--- config.mk ---
export PLATFORM = sky130hd
export DESIGN_NAME = binary_image_3x3_lut_filter_core
export DESIGN_NICKNAME = d
export VERILOG_FILES = /design/src/hw/rtl/bilf_pkg.sv /design/src/hw/rtl/bilf_line_buf.sv /design/src/hw/rtl/bilf_kernel.sv /design/src/hw/rtl/bilf_out_queue.sv /design/src/hw/rtl/binary_image_3x3_lut_filter_core.sv
export SDC_FILE = /design/constraint.sdc
export NUM_CORES = 2
export LEC_CHECK = 0
export BUFFER_PORTS_ARGS = -buffer_cell sky130_fd_sc_hd__buf_2
export CORE_MARGIN = 2
export CORE_UTILIZATION = 55
export DETAILED_ROUTE_END_ITERATION = 10
export MAX_ROUTING_LAYER = met4
export PLACE_DENSITY = 0.73
export SETUP_SLACK_MARGIN = 0.02
export SLEW_MARGIN = 20
export SYNTH_ARGS = -nofsm -noshare
export SYNTH_HDL_FRONTEND = slang
export SYNTH_SLANG_ARGS = --single-unit
--- constraint.sdc ---
create_clock -name clk -period 12.2 [get_ports clk]
set_clock_uncertainty 0.1 [all_clocks]
set_input_delay 0 -clock clk [delete_from_list [all_inputs] [get_ports clk]]
set_output_delay 0 -clock clk [all_outputs]
set_load 0.005 [all_outputs]
--- src/hw/rtl/bilf_pkg.sv ---
// ----------------------------------------------------------------------------
// bilf_pkg
// Constants, types and helper functions of the binary 3x3 lookup filter.
// ----------------------------------------------------------------------------
package bilf_pkg;

  // Frame geometry
  localparam int WIDTH  = 256;
  localparam int HEIGHT = 256;
  localparam int COL_W  = $clog2(WIDTH);
  localparam int ROW_W  = $clog2(HEIGHT + 1);
  localparam logic [COL_W-1:0] LAST_COL   = COL_W'(WIDTH - 1);
  localparam logic [ROW_W-1:0] ROW_LIMIT  = ROW_W'(HEIGHT);

  // Rule table: 512 entries held in 8 words of 64 bits
  localparam int RULE_ENTRIES = 512;
  localparam int RULE_W       = 64;
  localparam int RULE_WORDS   = RULE_ENTRIES / RULE_W;
  localparam int IDX_W        = $clog2(RULE_ENTRIES);
  localparam int RULE_BIT_W   = $clog2(RULE_W);
  localparam int CFG_IDX_W    = $clog2(RULE_WORDS);

  // Result fields
  localparam int POS_W   = 8;
  localparam int LIT_W   = 17;
  localparam logic [LIT_W-1:0] LIT_MAX = {LIT_W{1'b1}};

  // Stream packing
  localparam int IN_TDATA_W  = 8;
  localparam int RES_DATA_W  = 1 + POS_W + POS_W + LIT_W;
  localparam int OUT_TDATA_W = ((RES_DATA_W + 7) / 8) * 8;
  localparam int OUT_PAD_W   = OUT_TDATA_W - RES_DATA_W;

  // Result queue
  localparam int Q_DEPTH = 4;
  localparam int PTR_W   = $clog2(Q_DEPTH);
  localparam int CNT_W   = $clog2(Q_DEPTH + 1);

  // Input item kinds
  typedef enum logic {
    CMD_PIXEL = 1'b0,
    CMD_DRAIN = 1'b1
  } bilf_cmd_t;

  typedef struct packed {
    logic                pixel_out;
    logic [POS_W-1:0]    out_column;
    logic [POS_W-1:0]    out_row;
    logic [LIT_W-1:0]    lit_so_far;
    logic                frame_last;
  } bilf_res_t;

  // Kernel to queue control: results pushed this cycle and room wanted
  typedef struct packed {
    logic       need_two;
    logic [1:0] push;
  } bilf_push_t;

  // Neighbourhood index, top-left in the MSB
  function automatic logic [IDX_W-1:0] make_index(logic [2:0] lft, logic [2:0] cen,
                                                  logic [2:0] rgt);
    return {lft[2], cen[2], rgt[2], lft[1], cen[1], rgt[1], lft[0], cen[0], rgt[0]};
  endfunction

  function automatic logic [LIT_W-1:0] sat_inc(logic [LIT_W-1:0] val);
    return (val == LIT_MAX) ? val : val + LIT_W'(1);
  endfunction

  function automatic logic [POS_W-1:0] to_byte(logic [31:0] val);
    return val[POS_W-1:0];
  endfunction

endpackage

--- src/hw/rtl/bilf_line_buf.sv ---
// ----------------------------------------------------------------------------
// bilf_line_buf
// Two row buffers in one memory: bit 1 is the older row, bit 0 the row above.
// ----------------------------------------------------------------------------
module bilf_line_buf (
  input  logic                      clk,
  input  logic                      wr_en,
  input  logic [bilf_pkg::COL_W-1:0] wr_addr,
  input  logic [1:0]                wr_data,
  input  logic [bilf_pkg::COL_W-1:0] rd_addr,
  output logic [1:0]                rd_data
);

  logic [1:0] mem [bilf_pkg::WIDTH];
  logic [1:0] rd_data_r;

  always_ff @(posedge clk) begin
    if (wr_en) begin
      mem[wr_addr] <= wr_data;
    end
    rd_data_r <= mem[rd_addr];
  end

  assign rd_data = rd_data_r;

endmodule

--- src/hw/rtl/bilf_kernel.sv ---
// ----------------------------------------------------------------------------
// bilf_kernel
// Window, position counters, rule table and per-item result generation.
// ----------------------------------------------------------------------------
module bilf_kernel (
  input  logic                          clk,
  input  logic                          rst_n,
  input  logic                          cfg_we,
  input  logic [bilf_pkg::CFG_IDX_W-1:0] cfg_index,
  input  logic [bilf_pkg::RULE_W-1:0]    cfg_data,
  input  logic                          in_acc,
  input  bilf_pkg::bilf_cmd_t           cmd,
  input  logic                          px,
  output bilf_pkg::bilf_push_t          push,
  output bilf_pkg::bilf_res_t           res_a,
  output bilf_pkg::bilf_res_t           res_b
);

  logic [bilf_pkg::RULE_W-1:0]  rule_r [bilf_pkg::RULE_WORDS];
  logic [bilf_pkg::COL_W-1:0]   col_r, col_nxt;
  logic [bilf_pkg::ROW_W-1:0]   row_r, row_nxt;
  logic [8:0]                   win_r, win_nxt;
  logic [bilf_pkg::LIT_W-1:0]   lit_r, lit_nxt;

  logic [1:0]                   lb_q;
  logic                         lb_we;
  logic                         item_ok, take, is_drain;
  logic                         t_bit, m_bit, b_bit;
  logic [8:0]                   win_new;
  logic                         row_live, emit_a, emit_b;
  logic [2:0]                   lft_a, cen_a;
  logic [bilf_pkg::IDX_W-1:0]   idx_a, idx_b;
  logic                         bit_a, bit_b;
  logic [bilf_pkg::LIT_W-1:0]   lit_a, lit_b;

  bilf_line_buf u_line_buf (
    .clk     (clk),
    .wr_en   (lb_we),
    .wr_addr (col_r),
    .wr_data ({m_bit, px}),
    .rd_addr (col_nxt),
    .rd_data (lb_q)
  );

  always_ff @(posedge clk) begin
    if (!rst_n) begin
      for (int i = 0; i < bilf_pkg::RULE_WORDS; i++) begin
        rule_r[i] <= '0;
      end
    end else if (cfg_we) begin
      rule_r[cfg_index] <= cfg_data;
    end
  end

  always_comb begin
    is_drain = (cmd == bilf_pkg::CMD_DRAIN);
    // drain ticks only count once every row is in; pixels only before that
    item_ok  = is_drain ? (row_r >= bilf_pkg::ROW_LIMIT) : (row_r < bilf_pkg::ROW_LIMIT);
    take     = in_acc & item_ok;

    m_bit   = lb_q[0];
    t_bit   = (row_r == bilf_pkg::ROW_W'(1)) ? m_bit : lb_q[1];
    // last row is its own lower neighbor while draining
    b_bit   = is_drain ? m_bit : px;
    win_new = {win_r[5:0], t_bit, m_bit, b_bit};

    row_live = (row_r != '0);
    emit_a   = row_live && (col_r != '0);
    emit_b   = row_live && (col_r == bilf_pkg::LAST_COL);

    cen_a = win_new[5:3];
    lft_a = (col_r == bilf_pkg::COL_W'(1)) ? cen_a : win_new[8:6];
    idx_a = bilf_pkg::make_index(lft_a, cen_a, win_new[2:0]);
    idx_b = bilf_pkg::make_index(win_new[5:3], win_new[2:0], win_new[2:0]);
    bit_a = rule_r[idx_a[bilf_pkg::IDX_W-1:bilf_pkg::RULE_BIT_W]]
                  [idx_a[bilf_pkg::RULE_BIT_W-1:0]];
    bit_b = rule_r[idx_b[bilf_pkg::IDX_W-1:bilf_pkg::RULE_BIT_W]]
                  [idx_b[bilf_pkg::RULE_BIT_W-1:0]];

    lit_a = (emit_a && bit_a) ? bilf_pkg::sat_inc(lit_r) : lit_r;
    lit_b = (emit_b && bit_b) ? bilf_pkg::sat_inc(lit_a) : lit_a;

    res_a.pixel_out  = bit_a;
    res_a.out_column = bilf_pkg::to_byte(32'(col_r - bilf_pkg::COL_W'(1)));
    res_a.out_row    = bilf_pkg::to_byte(32'(row_r - bilf_pkg::ROW_W'(1)));
    res_a.lit_so_far = lit_a;
    res_a.frame_last = 1'b0;

    res_b.pixel_out  = bit_b;
    res_b.out_column = bilf_pkg::to_byte(32'(col_r));
    res_b.out_row    = bilf_pkg::to_byte(32'(row_r - bilf_pkg::ROW_W'(1)));
    res_b.lit_so_far = lit_b;
    res_b.frame_last = is_drain;

    push.need_two = (col_r == bilf_pkg::LAST_COL);
    push.push     = take ? {emit_b, emit_a} : 2'b00;

    lb_we   = take & ~is_drain;
    col_nxt = col_r;
    row_nxt = row_r;
    win_nxt = win_r;
    lit_nxt = lit_r;
    if (take) begin
      win_nxt = win_new;
      lit_nxt = lit_b;
      if (col_r == bilf_pkg::LAST_COL) begin
        col_nxt = '0;
        if (is_drain) begin
          // frame done: start the next one clean
          row_nxt = '0;
          win_nxt = '0;
          lit_nxt = '0;
        end else begin
          row_nxt = row_r + bilf_pkg::ROW_W'(1);
        end
      end else begin
        col_nxt = col_r + bilf_pkg::COL_W'(1);
      end
    end
  end

  always_ff @(posedge clk) begin
    if (!rst_n) begin
      col_r <= '0;
      row_r <= '0;
      win_r <= '0;
      lit_r <= '0;
    end else begin
      col_r <= col_nxt;
      row_r <= row_nxt;
      win_r <= win_nxt;
      lit_r <= lit_nxt;
    end
  end

endmodule

--- src/hw/rtl/bilf_out_queue.sv ---
// ----------------------------------------------------------------------------
// bilf_out_queue
// Small result queue: up to two results in a cycle, one out on out_ready.
// ----------------------------------------------------------------------------
module bilf_out_queue (
  input  logic                 clk,
  input  logic                 rst_n,
  input  bilf_pkg::bilf_push_t push,
  input  bilf_pkg::bilf_res_t  res_a,
  input  bilf_pkg::bilf_res_t  res_b,
  output logic                 room,
  output logic                 out_valid,
  input  logic                 out_ready,
  output bilf_pkg::bilf_res_t  out_res
);

  bilf_pkg::bilf_res_t        q_r [bilf_pkg::Q_DEPTH];
  logic [bilf_pkg::PTR_W-1:0] wr_ptr_r, wr_ptr_nxt, rd_ptr_r, rd_ptr_nxt;
  logic [bilf_pkg::CNT_W-1:0] cnt_r, cnt_nxt;
  logic                       pop;
  logic [bilf_pkg::CNT_W:0]   need;

  always_comb begin
    // room from cnt_r and need_two only, so ready never waits on out_ready
    need      = push.need_two ? (bilf_pkg::CNT_W+1)'(2) : (bilf_pkg::CNT_W+1)'(1);
    room      = ({1'b0, cnt_r} + need) <= (bilf_pkg::CNT_W+1)'(bilf_pkg::Q_DEPTH);
    out_valid = (cnt_r != '0);
    out_res   = q_r[rd_ptr_r];
    pop       = out_valid & out_ready;

    wr_ptr_nxt = wr_ptr_r + bilf_pkg::PTR_W'(push.push[0]) + bilf_pkg::PTR_W'(push.push[1]);
    rd_ptr_nxt = rd_ptr_r + bilf_pkg::PTR_W'(pop);
    cnt_nxt    = cnt_r + bilf_pkg::CNT_W'(push.push[0]) + bilf_pkg::CNT_W'(push.push[1])
               - bilf_pkg::CNT_W'(pop);
  end

  always_ff @(posedge clk) begin
    if (push.push[0]) begin
      q_r[wr_ptr_r] <= res_a;
    end
    if (push.push[1]) begin
      q_r[wr_ptr_r + bilf_pkg::PTR_W'(1)] <= res_b;
    end
  end

  always_ff @(posedge clk) begin
    if (!rst_n) begin
      wr_ptr_r <= '0;
      rd_ptr_r <= '0;
      cnt_r    <= '0;
    end else begin
      wr_ptr_r <= wr_ptr_nxt;
      rd_ptr_r <= rd_ptr_nxt;
      cnt_r    <= cnt_nxt;
    end
  end

endmodule

--- src/hw/rtl/binary_image_3x3_lut_filter_core.sv ---
// Results are queued as their items are accepted and offered in order. Throughput:
// one item per cycle while the queue has room; column 0 yields no result and the last
// column two, so each row after the first gives WIDTH results and a one-per-cycle sink
// never stalls the input; the four-entry queue absorbs the last column's extra result.
// Reset (rst_n low, synchronous): counters, window, lit count, rule table and
// result queue clear; line buffer contents are left as they are.
// ----------------------------------------------------------------------------
// binary_image_3x3_lut_filter_core
// Streaming 3x3 binary filter: line buffers, window and 512-entry rule table.
// ----------------------------------------------------------------------------
module binary_image_3x3_lut_filter_core (
  input  logic                              clk,
  input  logic                              rst_n,
  // configuration write port
  input  logic                              cfg_we,
  input  logic [bilf_pkg::CFG_IDX_W-1:0]    cfg_index,
  input  logic [bilf_pkg::RULE_W-1:0]       cfg_data,
  // input stream
  input  logic                              in_tvalid,
  output logic                              in_tready,
  input  logic [bilf_pkg::IN_TDATA_W-1:0]   in_tdata,   // [0] pixel_in, rest zero
  input  logic                              in_tuser,   // [0] command
  // result stream
  output logic                              out_tvalid,
  input  logic                              out_tready,
  // [0] pixel_out, [8:1] out_column, [16:9] out_row, [33:17] lit_so_far, rest zero
  output logic [bilf_pkg::OUT_TDATA_W-1:0]  out_tdata,
  output logic                              out_tlast   // frame_last
);

  bilf_pkg::bilf_push_t push;
  bilf_pkg::bilf_res_t  res_a, res_b, out_res;
  bilf_pkg::bilf_cmd_t  cmd;
  logic                 in_acc;

  assign cmd    = bilf_pkg::bilf_cmd_t'(in_tuser);
  assign in_acc = in_tvalid & in_tready;

  bilf_kernel u_kernel (
    .clk       (clk),
    .rst_n     (rst_n),
    .cfg_we    (cfg_we),
    .cfg_index (cfg_index),
    .cfg_data  (cfg_data),
    .in_acc    (in_acc),
    .cmd       (cmd),
    .px        (in_tdata[0]),
    .push      (push),
    .res_a     (res_a),
    .res_b     (res_b)
  );

  bilf_out_queue u_out_queue (
    .clk       (clk),
    .rst_n     (rst_n),
    .push      (push),
    .res_a     (res_a),
    .res_b     (res_b),
    .room      (in_tready),
    .out_valid (out_tvalid),
    .out_ready (out_tready),
    .out_res   (out_res)
  );

  assign out_tdata = {{bilf_pkg::OUT_PAD_W{1'b0}}, out_res.lit_so_far, out_res.out_row,
                      out_res.out_column, out_res.pixel_out};
  assign out_tlast = out_res.frame_last;

endmodule

---- Word level (Yosys, flattened, before mapping) ----
Memory sizes are Yosys's and may differ from the RTL's. A register that Yosys moved wholly into a read port is not among the register bits.
Index checks and enable logic that the tools add are counted.
cells by class
  add/sub/neg operators ................... 14
  $lt $le $gt $ge ......................... 5
  equal/unequal tests ..................... 5
  mux-type cells .......................... 35
  bitwise logic cells ..................... 5
  reduce and logical (&&, ||, !) cells .... 9
operators with widths
  kind                     number
  $mux W17                 6
  $mux W64                 1
  $reduce_or A64 Y1        1
  $add A17 B1 Y17 const B  2
  $eq A17 B17 Y1 const B   2
  $mux W1                  16
  $mux W8                  2
  $sub A8 B1 Y8 const B    2
  $lt A6 B7 Y1 const B     2
  $mux W6                  2
  $add A9 B1 Y9 const B    1
  $eq A9 B1 Y1 const B     1
  $ge A9 B9 Y1 const B     1
  $lt A9 B9 Y1 const B     1
  $mux W9                  1
  $reduce_bool A9 Y1       1
  $add A8 B1 Y8 const B    1
  $eq A8 B1 Y1 const B     1
  $eq A8 B8 Y1 const B     1
  $reduce_bool A8 Y1       1
  $add A2 B1 Y2            3
  $add A3 B1 Y3            2
  $bmux W1 S6              1
  $mux W2                  3
  other kinds (11)         18
word-level totals
  flip-flop bits (word level) ............. 47
  bits in writable memories ............... 1164
  input port bits ......................... 81
  output and inout port bits .............. 43
  word-level logic and storage cells ...... 83
  memories ................................ 3
memory list
  memory                   words  width  read ports  clocked after Yosys merged registers in  wr ports  line                  text
  u_kernel.rule_r          8      64     2           0                                        8         bilf_kernel.sv:19     logic [bilf_pkg::RULE_W-1:0] rule_r [bilf_pkg::RULE_WORDS];
  u_kernel.u_line_buf.mem  256    2      1           1                                        1         bilf_line_buf.sv:14   logic [1:0] mem [bilf_pkg::WIDTH];
  u_out_queue.q_r          4      35     1           1                                        2         bilf_out_queue.sv:17  bilf_pkg::bilf_res_t q_r [bilf_pkg::Q_DEPTH];

---- Depth between registers and ports, before layout ----
An unclocked memory read counts as a cell.
  word-level depth ........................ 12
  gate-level depth with buffers ........... 31
  gate-level depth less buffers ........... 22

---- Hierarchy ----
From an unflattened synthesis, not the netlist that was laid out.
unflattened totals
  cells, all modules ...................... 4099
  area total of the unflattened synthesis .. 58071.9 um^2
by module, submodules not included
  module                            times used  cells each  area an instance (um^2)  sequential area each (um^2)
  bilf_kernel                       1           2464        29435.7                  16175.5
  bilf_line_buf                     1           1242        21381.8                  15414.8
  bilf_out_queue                    1           385         7199.4                   4344.2
  binary_image_3x3_lut_filter_core  1           8           55.1                     0.0

---- Least setup slack after synthesis ----
OpenSTA, ideal clock, no wires.
  kind .................................... register -> register
  start ................................... register u_kernel.u_line_buf.rd_data_r[0] (netlist: u_kernel.u_line_buf.rd_data[0]), read port of u_kernel.u_line_buf.mem
  end ..................................... memory u_out_queue.q_r[1][16] (netlist name), data pin
  library setup time ...................... 0.274 ns
  arrival time ............................ 8.873 ns
  data required time ...................... 11.826 ns
  setup slack ............................. 2.953 ns
  stages on the path, launching flop included .. 27
  path buffers ............................ 8
  period minus slack after synthesis ...... 9.247 ns
  cell sequence ........................... dfxtp_1 buf_2 buf_2 clkbuf_1 clkbuf_1 and3_1 o21ai_0 a31o_2 nor4_1 a31oi_1 a21oi_1 o32ai_4 buf_6 nor2_4 buf_6 mux2i_1 inv_1 ha_1 clkbuf_1 o21ai_0 mux2i_4 nor4b_4 a41oi_4 and4b_1 buf_4 nand3_1 xor2_1
RTL lines
  what         line                  text
  from (decl)  bilf_line_buf.sv:15   logic [1:0] rd_data_r;
  to (decl)    bilf_out_queue.sv:17

==> out/results.tsv <==
metric	value	unit
clk root buf	clkbuf_16	
PwrDens	161	mW/mm^2
Worst Setup Path Type	flip-flop to flip-flop	
die height	324	um
I/O Pins	124	
CTS sink cnt	1213	
Worst Path Buf+Inv	3	
startpoint types	flip-flop	
top cell type's share of synthesized area	61.9	%
Post-CTS Setup Bufs	0	
Post-synth EDFFs	1164	
DRT iter0 DRCs	4744	
status	completed	
Synth Cell Area	0.0565	sq mm
antenna violations before repair	11	
worst skew pair latency	750	ps
Avg Inst Size Synth	14.1	sq um
leak pwr	0.0206	uW
Area Growth Syn to Fin	12.0	%
final period utilization	74.6	%
post-cts gate resize count	0	
register area share after synthesis	63.6	%
clk buf depth	3	
HPWL Detailed	84.5	mm
Top FF cell, synth	edfxtp_1	
Max Cap Viol	0	
CP arrival	9470	ps
cell count after synthesis	4016	
Setup TNS Final	0	ps
number of routed nets with antenna violations	0	
Die ar.	0.105	sq mm
Total GRT Usage	29.3	%
first-pass GRT wire length	226	mm
fmax	0.110	GHz
setup slack at placement	3260	ps
detailed-route via count	35753	
Clock Pin Slew Worst Setup and Hold Paths	60	ps
Synth Register Bits	1213	
reg2reg start	u_kernel.col_r[0]	
max_slew headroom	19.0	%
Rows	117	
WHS Path Cells	3	
hold_sp	cfg_data[8]	
worst hold path endpoint	u_kernel.rule_r[3][8]	
max-slew violations	0	
top-count cell post-synth	edfxtp_1	
cell taking the most area after synthesis	edfxtp_1	
Crit. End Element	flip-flop	
largest net degree at the start of global routing	199	
grt ovf	0	
core box area	0.102	sq mm
vias per cell	6.39	
Post-synth top cells	edfxtp_1 (1164), and2_1 (572), nor2_1 (369)	
synth warn	0	
TritonRoute pass-1 iters	6	
Hold Buf Count CTS	71	
worst path cell trace	ha_1 -> nor3b_1 -> a21oi_1 -> buf_4 -> nor2_4 -> buf_4 -> a221o_1 -> a21oi_1 -> o311ai_0 -> a32oi_1 -> nor3_1 -> o32ai_4 -> nor2_4 -> mux2i_1 -> inv_1 -> ha_1 -> o21ai_0 -> mux2i_4 -> nor4b_4 -> a41oi_4 -> and4b_1 -> nand3_1 -> xor2_1	
initial core utilization	55.5	%
Final min period	9100	ps
gpl congestion	0.846	
layout cells sized above 1	17.7	%
TritonCTS clock tree	done	
Max VDD drop	0.151	mV
Post-route DRC	0	
Async SR Flop Fraction	0	%
Fin Hold WS	57.6	ps
classification of the worst-slack hold path	primary input to flip-flop	
Worst Tran Pin Value	1210	ps
CP max FO	24	
slowest CP cell	a41oi_4	
CP top delay family	simple AND/OR/NAND/NOR gates	
TritonCTS Buffers	121	
Reg-to-Reg End	u_out_queue.q_r[3][16]	
Worst EP required	12570	ps
RSZ-0062 raised after global routing	no	
Die Width	324	um
worst-case reg-to-reg path depth	23	
DRT Wirelength	151	mm
H-tree Lvls	3	
setup ws final	3100	ps
flop-to-flop setup slack	3100	ps
Avg WL per Cell	26.9	um
distinct cell type count after synthesis	101	
top cells by area, synth	edfxtp_1 (62%), mux4_2 (9.5%), and2_1 (6.3%), nor2_1 (2.5%), dfxtp_1 (1.7%)	
Largest stage delay, worst path	750	ps
endpoints failing setup	0	
vias in the first global route	35911	
fin nets	4203	
Final Hold Vio Count	0	
Buffers on Ports	110	
-- worst max-delay path by stage --
stage | start | endpoint | slack [ps] | cells after the start
detailed placement | u_kernel.col_r[0] | u_out_queue.q_r[3][16] | 3260 | 23
global route | u_kernel.row_r[0] | u_out_queue.q_r[3][14] | 2620 | 22
global placement | u_kernel.row_r[0] | u_out_queue.q_r[1][16] | 3410 | 22
floorplan | u_kernel.u_line_buf.rd_data[0] | u_out_queue.q_r[1][16] | 2950 | 26
finish | u_kernel.col_r[0] | u_out_queue.q_r[3][16] | 3100 | 23
CTS | u_kernel.col_r[0] | u_out_queue.q_r[3][16] | 3270 | 23
-- cells by family (layout without fill, tap and decap cells) --
kind of cell,after synthesis,count (layout),share of synthesized area [%]
multiplexers,325,325,11.1
flip-flops,1213,1213,63.6
AND/OR/NAND/NOR,1493,1493,13.8
other,1,18,0.00664
buffers and inverters,341,531,2.67
adder cells (fa/ha/maj),18,18,0.452
AO/OA/AOI/OAI,507,507,6.45
XOR/XNOR,118,118,1.88
-- placed cells by master (no fill, tap or decap), types with 15 or more instances in the layout --
cell type      instances
edfxtp_1            1164
and2_1               572
nor2_1               360
mux4_2               237
nand2_1              235
clkbuf_16            121
nand3_1              116
buf_2                109
a21oi_1               94
buf_4                 87
xnor2_1               73
dlygate4sd3_1         71
o21ai_0               62
a211oi_1              58
mux2i_1               47
dfxtp_1               44
xor2_1                38
a31oi_1               38
and3_1                36
mux2_2                34
clkinv_2              31
nor3_1                30
inv_1                 27
a221o_1               27
a221oi_1              24
a311oi_1              24
clkinv_1              23
nor2b_1               19
clkbuf_1              18
nand2b_1              17
or3_1                 17
bufinv_16             15
-- stage by stage --
step	total power (uW)	cells	cell area, sq um	utilization, %
after floorplan	5930	4021	56500	-
after global placement	6360	5278	58400	57.4
after detailed placement	6390	5278	58400	57.4
after CTS	10200	5579	63200	62.1
after global routing	10500	5590	63300	62.2
final	10200	5591	63300	62.2
-- final cells by class --
type                       instances  area, sq um
fill                            7332        38500
sequential                      1213        35900
multi-input combinational       2467        19400
clock buffer                     146         3190
timing repair buffer             271         1980
tap                             1368         1710
clock inverter                    84          920
inverter                          30          113
antenna                           12         30.0
-- metal layers --
| layer | vias up | wire [um] | track usage [%] |
|---|---|---|---|
| met3 | 390 | 15000 | 4.95 |
| met2 | 2074 | 72200 | 45.7 |
| li1 | 15381 | - | - |
| met1 | 17908 | 57400 | 38.9 |
| met5 | - | 0 | - |
| met4 | 0 | 6090 | 11.7 |
-- power breakdown --
part | switching (uW) | internal, uW
sequential | 93.9 | 4740
combinational | 893 | 610
clock | 1630 | 2190
-- worst min-delay path: cells and delay by family --
family / cells / cell delay, ps
simple gates: 1 / 130
buf+inv: 2 / 670
-- registers in the layout (all words and copies together) (netlist names) --
signal and flops:
u_kernel.col_r 8, u_kernel.win_r 6, u_out_queue.q_r 140, u_kernel.lit_r 17
u_out_queue.wr_ptr_r 2, u_kernel.rule_r 512, u_out_queue.rd_ptr_r 2, u_kernel.u_line_buf.mem 512
u_out_queue.cnt_r 3, u_kernel.u_line_buf.rd_data 2, u_kernel.row_r 9
Power figures use the tool's default switching activity.
